==> src/rtl/ftqg_pkg.sv <==
// Package for the frame time quality governor: widths, register and mode codes,
// and the structs passed between the configuration block, the core and the top level.
// Depends on nothing.
package ftqg_pkg;

	localparam int WINDOW_FRAMES = 30;
	localparam int IDX_W = $clog2(WINDOW_FRAMES);
	localparam int CNT_W = $clog2(WINDOW_FRAMES + 1);
	localparam int TS_W = 32;
	localparam int SUM_W = 37;
	localparam int COOL_W = 8;
	localparam int MODE_W = 2;
	localparam int REG_IDX_W = 2;

	localparam logic [TS_W-1:0] DOWN_RESET = 32'd33000;
	localparam logic [TS_W-1:0] UP_RESET = 32'd20000;
	localparam logic [COOL_W-1:0] COOL_RESET = 8'd60;

	localparam logic [REG_IDX_W-1:0] REG_DOWNGRADE = 2'd0;
	localparam logic [REG_IDX_W-1:0] REG_UPGRADE = 2'd1;
	localparam logic [REG_IDX_W-1:0] REG_COOLDOWN = 2'd2;

	localparam logic [MODE_W-1:0] MODE_STANDARD = 2'd0;
	localparam logic [MODE_W-1:0] MODE_LOW_POLY = 2'd1;
	localparam logic [MODE_W-1:0] MODE_BILLBOARD = 2'd2;

	typedef struct packed {
		logic [SUM_W-1:0] hi_sum;
		logic [SUM_W-1:0] lo_sum;
		logic [COOL_W-1:0] cooldown;
	} cfg_t;

	typedef struct packed {
		logic [TS_W-1:0] now_us;
		logic [TS_W-1:0] atom_count;
		logic [MODE_W-1:0] current_mode;
	} item_t;

	typedef struct packed {
		logic [MODE_W-1:0] new_mode;
		logic mode_changed;
		logic window_evaluated;
		logic [SUM_W-1:0] window_sum;
	} res_t;

endpackage

==> src/rtl/ftqg_ifs.sv <==
// Channel interfaces of the frame time quality governor: input items, results and
// configuration writes. Depends on ftqg_pkg.
interface ftqg_in_if;
	logic valid;
	logic ready;
	logic [ftqg_pkg::TS_W-1:0] now_us;
	logic [ftqg_pkg::TS_W-1:0] atom_count;
	logic [ftqg_pkg::MODE_W-1:0] current_mode;
	modport source (output valid, now_us, atom_count, current_mode, input ready);
	modport sink (input valid, now_us, atom_count, current_mode, output ready);
endinterface

interface ftqg_out_if;
	logic valid;
	logic ready;
	logic [ftqg_pkg::MODE_W-1:0] new_mode;
	logic mode_changed;
	logic window_evaluated;
	logic [ftqg_pkg::SUM_W-1:0] window_sum;
	modport source (output valid, new_mode, mode_changed, window_evaluated, window_sum,
		input ready);
	modport sink (input valid, new_mode, mode_changed, window_evaluated, window_sum,
		output ready);
endinterface

interface ftqg_cfg_if;
	logic valid;
	logic ready;
	logic [ftqg_pkg::REG_IDX_W-1:0] index;
	logic [ftqg_pkg::TS_W-1:0] data;
	modport source (output valid, index, data, input ready);
	modport sink (input valid, index, data, output ready);
endinterface

==> src/rtl/ftqg_cfg.sv <==
// Configuration registers of the frame time quality governor. Thresholds are kept
// pre-scaled by the window length. Depends on ftqg_pkg and ftqg_ifs.
module ftqg_cfg (
	input  logic             clk,
	input  logic             arst_n,
	ftqg_cfg_if.sink         cfg,
	output ftqg_pkg::cfg_t   cfg_o
);

	ftqg_pkg::cfg_t cfg_q;
	logic [ftqg_pkg::SUM_W-1:0] scaled;

	assign cfg.ready = 1'b1;
	assign scaled = ftqg_pkg::SUM_W'(ftqg_pkg::WINDOW_FRAMES)
		* {{(ftqg_pkg::SUM_W - ftqg_pkg::TS_W){1'b0}}, cfg.data};

	always_ff @(posedge clk or negedge arst_n) begin
		if (!arst_n) begin
			cfg_q.hi_sum <= ftqg_pkg::SUM_W'(ftqg_pkg::WINDOW_FRAMES)
				* ftqg_pkg::SUM_W'(ftqg_pkg::DOWN_RESET);
			cfg_q.lo_sum <= ftqg_pkg::SUM_W'(ftqg_pkg::WINDOW_FRAMES)
				* ftqg_pkg::SUM_W'(ftqg_pkg::UP_RESET);
			cfg_q.cooldown <= ftqg_pkg::COOL_RESET;
		end else if (cfg.valid) begin
			unique case (cfg.index)
				ftqg_pkg::REG_DOWNGRADE: cfg_q.hi_sum <= scaled;
				ftqg_pkg::REG_UPGRADE:   cfg_q.lo_sum <= scaled;
				ftqg_pkg::REG_COOLDOWN:  cfg_q.cooldown <= cfg.data[ftqg_pkg::COOL_W-1:0];
				default: ;
			endcase
		end
	end

	assign cfg_o = cfg_q;

endmodule

==> src/rtl/ftqg_core.sv <==
// Window core of the frame time quality governor: frame time memory, window state
// and the decision logic. Depends on ftqg_pkg.
module ftqg_core (
	input  logic              clk,
	input  logic              arst_n,
	input  ftqg_pkg::cfg_t    cfg_i,
	input  logic              acc,
	input  ftqg_pkg::item_t   item_i,
	input  logic              adv,
	output logic              s1_valid,
	output ftqg_pkg::res_t    res_o
);

	localparam int IW = ftqg_pkg::IDX_W;
	localparam int CW = ftqg_pkg::CNT_W;
	localparam int SW = ftqg_pkg::SUM_W;
	localparam int TW = ftqg_pkg::TS_W;

	logic [TW-1:0] mem [ftqg_pkg::WINDOW_FRAMES];
	logic [TW-1:0] rd_q;

	ftqg_pkg::item_t item_s1;
	logic            valid_s1;

	logic [SW-1:0] sum_q, sum_d;
	logic [IW-1:0] wi_q, wi_d;
	logic [CW-1:0] sc_q, sc_d;
	logic [ftqg_pkg::COOL_W-1:0] cd_q, cd_d;
	logic [TW-1:0] ts_q, wl_q;
	logic started_q;

	logic [TW-1:0] delta;
	logic [SW-1:0] sum_sub, sum_add;
	logic [CW-1:0] sc_inc;
	logic [IW:0] wi_p1;
	logic [IW-1:0] wi_inc, raddr;
	logic full, full_after, we, clear;
	logic [ftqg_pkg::MODE_W-1:0] mode, next_mode;

	assign mode = item_s1.current_mode;
	assign delta = item_s1.now_us - ts_q;
	assign full = sc_q >= CW'(ftqg_pkg::WINDOW_FRAMES);
	assign sum_sub = full ? sum_q - {{(SW - TW){1'b0}}, rd_q} : sum_q;
	assign sum_add = sum_sub + {{(SW - TW){1'b0}}, delta};
	assign sc_inc = full ? sc_q : sc_q + CW'(1);
	assign full_after = sc_inc >= CW'(ftqg_pkg::WINDOW_FRAMES);
	assign wi_p1 = {1'b0, wi_q} + (IW + 1)'(1);
	assign wi_inc = (wi_p1 >= (IW + 1)'(ftqg_pkg::WINDOW_FRAMES)) ? '0 : wi_p1[IW-1:0];

	always_comb begin
		sum_d = sum_q;
		wi_d = wi_q;
		sc_d = sc_q;
		cd_d = cd_q;
		we = 1'b0;
		clear = 1'b0;
		next_mode = mode;
		res_o.window_evaluated = 1'b0;
		res_o.window_sum = '0;
		if (started_q) begin
			if (item_s1.atom_count != wl_q) begin
				clear = 1'b1;
			end else begin
				we = 1'b1;
				sum_d = sum_add;
				sc_d = sc_inc;
				wi_d = wi_inc;
				if (cd_q != '0) begin
					cd_d = cd_q - 8'd1;
				end else if (full_after) begin
					res_o.window_evaluated = 1'b1;
					res_o.window_sum = sum_add;
					if (sum_add > cfg_i.hi_sum) begin
						if (mode == ftqg_pkg::MODE_STANDARD || mode == ftqg_pkg::MODE_LOW_POLY)
							next_mode = mode + 2'd1;
					end else if (sum_add < cfg_i.lo_sum) begin
						if (mode == ftqg_pkg::MODE_LOW_POLY || mode == ftqg_pkg::MODE_BILLBOARD)
							next_mode = mode - 2'd1;
					end
					clear = next_mode != mode;
				end
			end
		end
		if (clear) begin
			sum_d = '0;
			wi_d = '0;
			sc_d = '0;
			cd_d = cfg_i.cooldown;
		end
		res_o.new_mode = next_mode;
		res_o.mode_changed = next_mode != mode;
	end

	// A following item reads at the index this one leaves behind.
	assign raddr = adv ? wi_d : wi_q;

	always_ff @(posedge clk) begin
		if (adv && we)
			mem[wi_q] <= delta;
		if (acc)
			rd_q <= mem[raddr];
	end

	always_ff @(posedge clk) begin
		if (acc)
			item_s1 <= item_i;
	end

	always_ff @(posedge clk or negedge arst_n) begin
		if (!arst_n) begin
			valid_s1 <= 1'b0;
			sum_q <= '0;
			wi_q <= '0;
			sc_q <= '0;
			cd_q <= '0;
			ts_q <= '0;
			wl_q <= '0;
			started_q <= 1'b0;
		end else begin
			if (acc)
				valid_s1 <= 1'b1;
			else if (adv)
				valid_s1 <= 1'b0;
			if (adv) begin
				sum_q <= sum_d;
				wi_q <= wi_d;
				sc_q <= sc_d;
				cd_q <= cd_d;
				ts_q <= item_s1.now_us;
				wl_q <= item_s1.atom_count;
				started_q <= 1'b1;
			end
		end
	end

	assign s1_valid = valid_s1;

endmodule

==> src/rtl/frame_time_quality_governor.sv <==
// Top level of the frame time quality governor: handshake control and output register.
// Depends on ftqg_pkg, ftqg_ifs, ftqg_cfg and ftqg_core.
//
// Usage. One item is sent per rendered frame on din: the microsecond timestamp, the
// workload count and the quality level now in use. For every item exactly one result
// comes back on dout, in order: the level to use next, whether it changed, whether the
// full window was compared and, if so, the window sum.
// Configuration writes arrive on cfg and are always taken (ready is tied high); they
// are expected only while no item is in flight.
// Pipeline. An item transferred on din is registered in the compute stage and its result
// is loaded into the output register when that stage advances. A new item may be
// transferred every cycle while dout is not stalled: the following item reads the frame
// time memory at the index the current item leaves behind, which the core forwards to
// the read port, so the read-modify-write of the window store does not limit the rate.
// Stalls. When dout is not taken the output register holds its result; one more item
// may sit in the compute stage, after which din ready falls until dout moves again.
// Reset. arst_n clears all window state and the handshake flags and restores the
// default thresholds (33000 us down, 20000 us up, 60 frames of cooldown). The frame time
// memory itself is not cleared: an entry is always written before it is read.
module frame_time_quality_governor (
	input  logic        clk,
	input  logic        arst_n,
	ftqg_in_if.sink     din,
	ftqg_out_if.source  dout,
	ftqg_cfg_if.sink    cfg
);

	ftqg_pkg::cfg_t  cfg_w;
	ftqg_pkg::item_t item_w;
	ftqg_pkg::res_t  res_w;
	ftqg_pkg::res_t  res_q;
	logic            o_valid_q;
	logic            s1_valid;
	logic            adv;
	logic            acc;

	ftqg_cfg u_cfg (
		.clk    (clk),
		.arst_n (arst_n),
		.cfg    (cfg),
		.cfg_o  (cfg_w)
	);

	assign item_w.now_us = din.now_us;
	assign item_w.atom_count = din.atom_count;
	assign item_w.current_mode = din.current_mode;

	// The compute stage moves on whenever the output register is free or being emptied.
	assign adv = s1_valid && (!o_valid_q || dout.ready);
	assign din.ready = !s1_valid || adv;
	assign acc = din.valid && din.ready;

	ftqg_core u_core (
		.clk      (clk),
		.arst_n   (arst_n),
		.cfg_i    (cfg_w),
		.acc      (acc),
		.item_i   (item_w),
		.adv      (adv),
		.s1_valid (s1_valid),
		.res_o    (res_w)
	);

	always_ff @(posedge clk) begin
		if (adv)
			res_q <= res_w;
	end

	always_ff @(posedge clk or negedge arst_n) begin
		if (!arst_n) begin
			o_valid_q <= 1'b0;
		end else if (adv) begin
			o_valid_q <= 1'b1;
		end else if (dout.ready) begin
			o_valid_q <= 1'b0;
		end
	end

	assign dout.valid = o_valid_q;
	assign dout.new_mode = res_q.new_mode;
	assign dout.mode_changed = res_q.mode_changed;
	assign dout.window_evaluated = res_q.window_evaluated;
	assign dout.window_sum = res_q.window_sum;

endmodule

==> src/flat_wrapper.sv <==
// flat-port wrapper written by rule: the top's interface ports become plain ports
module frame_time_quality_governor_flat 
  (clk, arst_n, din_valid, din_now_us, din_atom_count, din_current_mode, din_ready, dout_valid, dout_new_mode, dout_mode_changed, dout_window_evaluated, dout_window_sum, dout_ready, cfg_valid, cfg_index, cfg_data, cfg_ready);
  ftqg_in_if din_i ();
  ftqg_out_if dout_i ();
  ftqg_cfg_if cfg_i ();
  input  logic clk;
  input  logic arst_n;
  input wire logic [$bits(din_i.valid)-1:0] din_valid;
  input wire logic [$bits(din_i.now_us)-1:0] din_now_us;
  input wire logic [$bits(din_i.atom_count)-1:0] din_atom_count;
  input wire logic [$bits(din_i.current_mode)-1:0] din_current_mode;
  output wire logic [$bits(din_i.ready)-1:0] din_ready;
  output wire logic [$bits(dout_i.valid)-1:0] dout_valid;
  output wire logic [$bits(dout_i.new_mode)-1:0] dout_new_mode;
  output wire logic [$bits(dout_i.mode_changed)-1:0] dout_mode_changed;
  output wire logic [$bits(dout_i.window_evaluated)-1:0] dout_window_evaluated;
  output wire logic [$bits(dout_i.window_sum)-1:0] dout_window_sum;
  input wire logic [$bits(dout_i.ready)-1:0] dout_ready;
  input wire logic [$bits(cfg_i.valid)-1:0] cfg_valid;
  input wire logic [$bits(cfg_i.index)-1:0] cfg_index;
  input wire logic [$bits(cfg_i.data)-1:0] cfg_data;
  output wire logic [$bits(cfg_i.ready)-1:0] cfg_ready;
  assign din_i.valid = din_valid;
  assign din_i.now_us = din_now_us;
  assign din_i.atom_count = din_atom_count;
  assign din_i.current_mode = din_current_mode;
  assign din_ready = din_i.ready;
  assign dout_valid = dout_i.valid;
  assign dout_new_mode = dout_i.new_mode;
  assign dout_mode_changed = dout_i.mode_changed;
  assign dout_window_evaluated = dout_i.window_evaluated;
  assign dout_window_sum = dout_i.window_sum;
  assign dout_i.ready = dout_ready;
  assign cfg_i.valid = cfg_valid;
  assign cfg_i.index = cfg_index;
  assign cfg_i.data = cfg_data;
  assign cfg_ready = cfg_i.ready;
  frame_time_quality_governor u_core (.clk(clk), .arst_n(arst_n), .din(din_i), .dout(dout_i), .cfg(cfg_i));
endmodule
==> config.mk <==
export PLATFORM = sky130hd
export DESIGN_NAME = frame_time_quality_governor_flat
export DESIGN_NICKNAME = d
export VERILOG_FILES = /design/src/rtl/ftqg_pkg.sv /design/src/rtl/ftqg_ifs.sv /design/src/rtl/ftqg_cfg.sv /design/src/rtl/ftqg_core.sv /design/src/rtl/frame_time_quality_governor.sv /design/src/flat_wrapper.sv
export SDC_FILE = /design/constraint.sdc
export NUM_CORES = 2
export LEC_CHECK = 0
export BUFFER_PORTS_ARGS = -buffer_cell sky130_fd_sc_hd__buf_2
export CAP_MARGIN = 20
export CORE_MARGIN = 2
export CORE_UTILIZATION = 28
export DETAILED_ROUTE_END_ITERATION = 6
export SYNTH_ARGS = -nofsm -noshare
export SYNTH_HDL_FRONTEND = slang
export SYNTH_SLANG_ARGS = --single-unit
==> constraint.sdc <==
create_clock -name clk -period 13.4 [get_ports clk]
set_input_delay 1.34 -clock clk [delete_from_list [all_inputs] [get_ports clk]]
set_output_delay 1.34 -clock clk [all_outputs]
set_load 0.005 [all_outputs]
==> impl_results.md <==
- Total number of vias: 41.07k
- IO Port Bufs: 147
- Initial core utilization: 28.20%
- Leakage: 26.41 nW
- Slew Limit Headroom: 31.19%
- # fillers: 21.33k
- I/O pin total: 149
- Final setup viols: 0
- Startpoint types: flop
- Slowest CP cell: a32oi_4
- Num Clock Sinks: 1301
- Final #Nets: 5625
- Max Cap Viol: 0
- Synth cell types: 78
- Fmax: 86.61 MHz
- Capturing element type of the critical path: flop
- Cells on worst reg2reg path: 40
- DR iter-0 viols: 4388
- Slew Limit Fails: 0
- Register bit total from synthesis: 1301
- Final hold vios: 0
- Number of synthesized flops with an enable pin: 1099
- Mapped Cells: 5079
- CTS H-tree lvls: 4
- Count leader, synth: edfxtp_1
- Detail Route Antenna Nets: 0
- Async set or reset register ratio after synthesis: 15.53%
- Tot Pwr: 10.93 mW
- Syn-to-layout area delta: 15.17%
- CTS Buf Count: 139
- Detailed Routing Iterations Pass 1: 6
- Clk Latency, worst-skew pair: 0.78 ns
- Hold depth: 2
- Initial antenna violation count: 5
- Overflow after GRT: 0
- Top-area cell type share of the netlist area: 54.42%
- Post-Synthesis Cell Area: 0.06064 mm^2
- Chip height: 469.4 um
- CTS root buffer: clkbuf_16
- Clk_skew: 0.03958 ns
- Share of layout cells above drive strength 1: 10.96%
- Gpl congestion: 0.8845
- Outcome: complete, no violations
- CP required: 13.93 ns
- Ys flop type: edfxtp_1
- Final period util: 86.17%
- GRT Overall Usage: 15.63%
- Syn Nets: 5462
- Min-Delay Path Class: reg -> reg
- Worst-Margin Slew: 1.030 ns
- Synth warn: 0
- Avg Inst Size Synth: 11.94 um^2
- Setup bufs post-CTS: 0
- Largest net degree at the start of global routing: 157
- Post-CTS Hold Buffers: 0
- Post_cts resized: 0
- Clock Path Buffers: 3
- Remaining DRCs: 0
- CP Data Arrival Time: 12.08 ns
- Clk pin slew, worst setup/hold paths: 0.06 ns
- Core footprint: 0.2150 mm^2
- Critical Setup Path Class: reg -> reg
- Register area: 0.03808 mm^2
- Most instantiated cells after synthesis: edfxtp_1 (1099), nand2_1 (1094), a21oi_1 (326)
- Worst hold margin: 0.4821 ns
- Mean routed wirelength per cell: 21.44 um
- Avg Vias per Cell: 5.013
- Global-route wire length before repair: 259900 um
- Row cnt: 170
- Number of global-route vias before repair: 39.79k
- Largest stage delay, worst path: 0.76 ns
- Worst slack, placed: 2.118 ns
- Ranking of synthesized cells by area: edfxtp_1 (54%), dfrtp_1 (7.4%), nand2_1 (6.8%)
- VDD IR max: 114.5 uV
- RSZ-0062 raised after global routing: no
- Total die area: 0.2203 mm^2
- P per Cell Area: 156.5 mW/mm^2
- Setup WS post-layout: 1.854 ns
- Dpl hpwl: 104600 um
- Fin crit period: 11.55 ns
- Synth area leader: edfxtp_1
- CTS tree: built
- Setup TNS: 0 ns
- Die Wd: 469.4 um
- Area of the multi-input gates: 0.02125 mm^2
- Worst Path Max Fanout: 31
- WL final: 175700 um
- Sequential-to-total area share from yosys stat: 62.81%
## metal layers
metal  track usage, %  vias to the layer above  part of all wire, %  wire (um)
met5                0                        -                    0          0
met4            5.154                        0                  3.0       5209
met3            2.901                      288                  8.2      14390
met2            24.23                     1607                   45      78410
met1            21.99                    20500                   44      77690
li1                 -                    18680                    -          -
## report_power, final
part	internal [mW]	switching, mW
registers	4.97	0.0918
logic	0.682	1.46
clock network	2.08	1.64
total	7.73	3.20
## cell type report
cell class / instances / area share, %
flip-flops and latches: 1301 / 54.53
multi-input cells: 3324 / 30.42
clock buffers: 190 / 5.402
well taps: 2838 / 5.085
repair buffers: 263 / 2.505
inverters: 213 / 1.173
clock inverters: 58 / 0.8600
diodes: 6 / 0.02150
## critical path, delay by kind of cell, from the launching register on
family	cells	cell delay (ns)
and+or+nand+nor	10	2.95
buffers and inverters	4	0.91
xor gates and xnor gates	2	0.44
adders and majority gates	3	0.96
DFF	1	0.38
AOI/OAI and AO/OA	21	5.61
## layout by cell type (no fill, tap or decap), types with 26 or more instances in the layout
cell type and instances:
xnor2_1 53, nand2_1 1091, nand3_1 231, inv_1 209, mux2i_1 155, dfrtp_1 180
a221o_1 26, nor3_1 56, a311oi_1 31, a21oi_1 325, o21ai_0 239, nor2_4 31
ha_1 214, and3_1 45, buf_2 146, nor2_1 134, nand2b_1 26, a31oi_1 41
clkbuf_16 141, edfxtp_1 1099, xor2_1 78, buf_4 106, a21o_1 51, nand4_1 37
clkbuf_1 43, fa_1 64
## sequential cells by signal (all words and copies together) (netlist names), 8 cells and up
register and flops:
u_core.dout.window_sum 37, u_core.u_cfg.cfg_o 80, u_core.u_core.cd_q 8, u_core.u_core.mem 960, u_core.u_core.wl_q 32, u_core.u_core.rd_q 32, u_core.u_core.sum_q 37, u_core.u_core.ts_q 32
u_core.u_core.item_s1 64
## logic make-up (layout without fill, tap and decap cells)
kind of cell,Yosys count,in the layout,share of synthesized area [%]
buffers and inverters,454,724,2.971
other,1,7,0.006184
multiplexers,197,197,3.357
AND/OR/NAND/NOR,1761,1761,12.48
XOR/XNOR,154,154,2.224
flip-flops,1301,1301,62.81
AO/OA/AOI/OAI,933,933,9.624
adder cells (fa/ha/maj),278,278,6.529
## path summary, 6_finish.rpt
path,endpoint,from,slack (ns)
setup / recovery,u_core.u_core.rd_q[27],u_core.u_core.ts_q[1],1.85
hold / removal,u_core.u_cfg.cfg_o[54],u_core.u_cfg.cfg_o[54],0.48
setup reg to reg,u_core.u_core.rd_q[27],u_core.u_core.ts_q[1],1.85
hold reg to reg,u_core.u_cfg.cfg_o[54],u_core.u_cfg.cfg_o[54],0.48
max in group asynchronous,u_core.u_cfg.cfg_o[7],arst_n,10.56
min in group asynchronous,u_core.u_core.wl_q[29],arst_n,0.52
## metrics by stage
step,std cells,cell area (um^2),util (%)
2_1_floorplan,5079,60640,-
3_3_place_gp,7936,65390,30.41
3_5_place_dp,7937,65400,30.41
4_1_cts,8185,69770,32.45
5_1_grt,8188,69820,32.47
6_report,8193,69840,32.48
No activity file was read; power rests on OpenSTA's default activity.
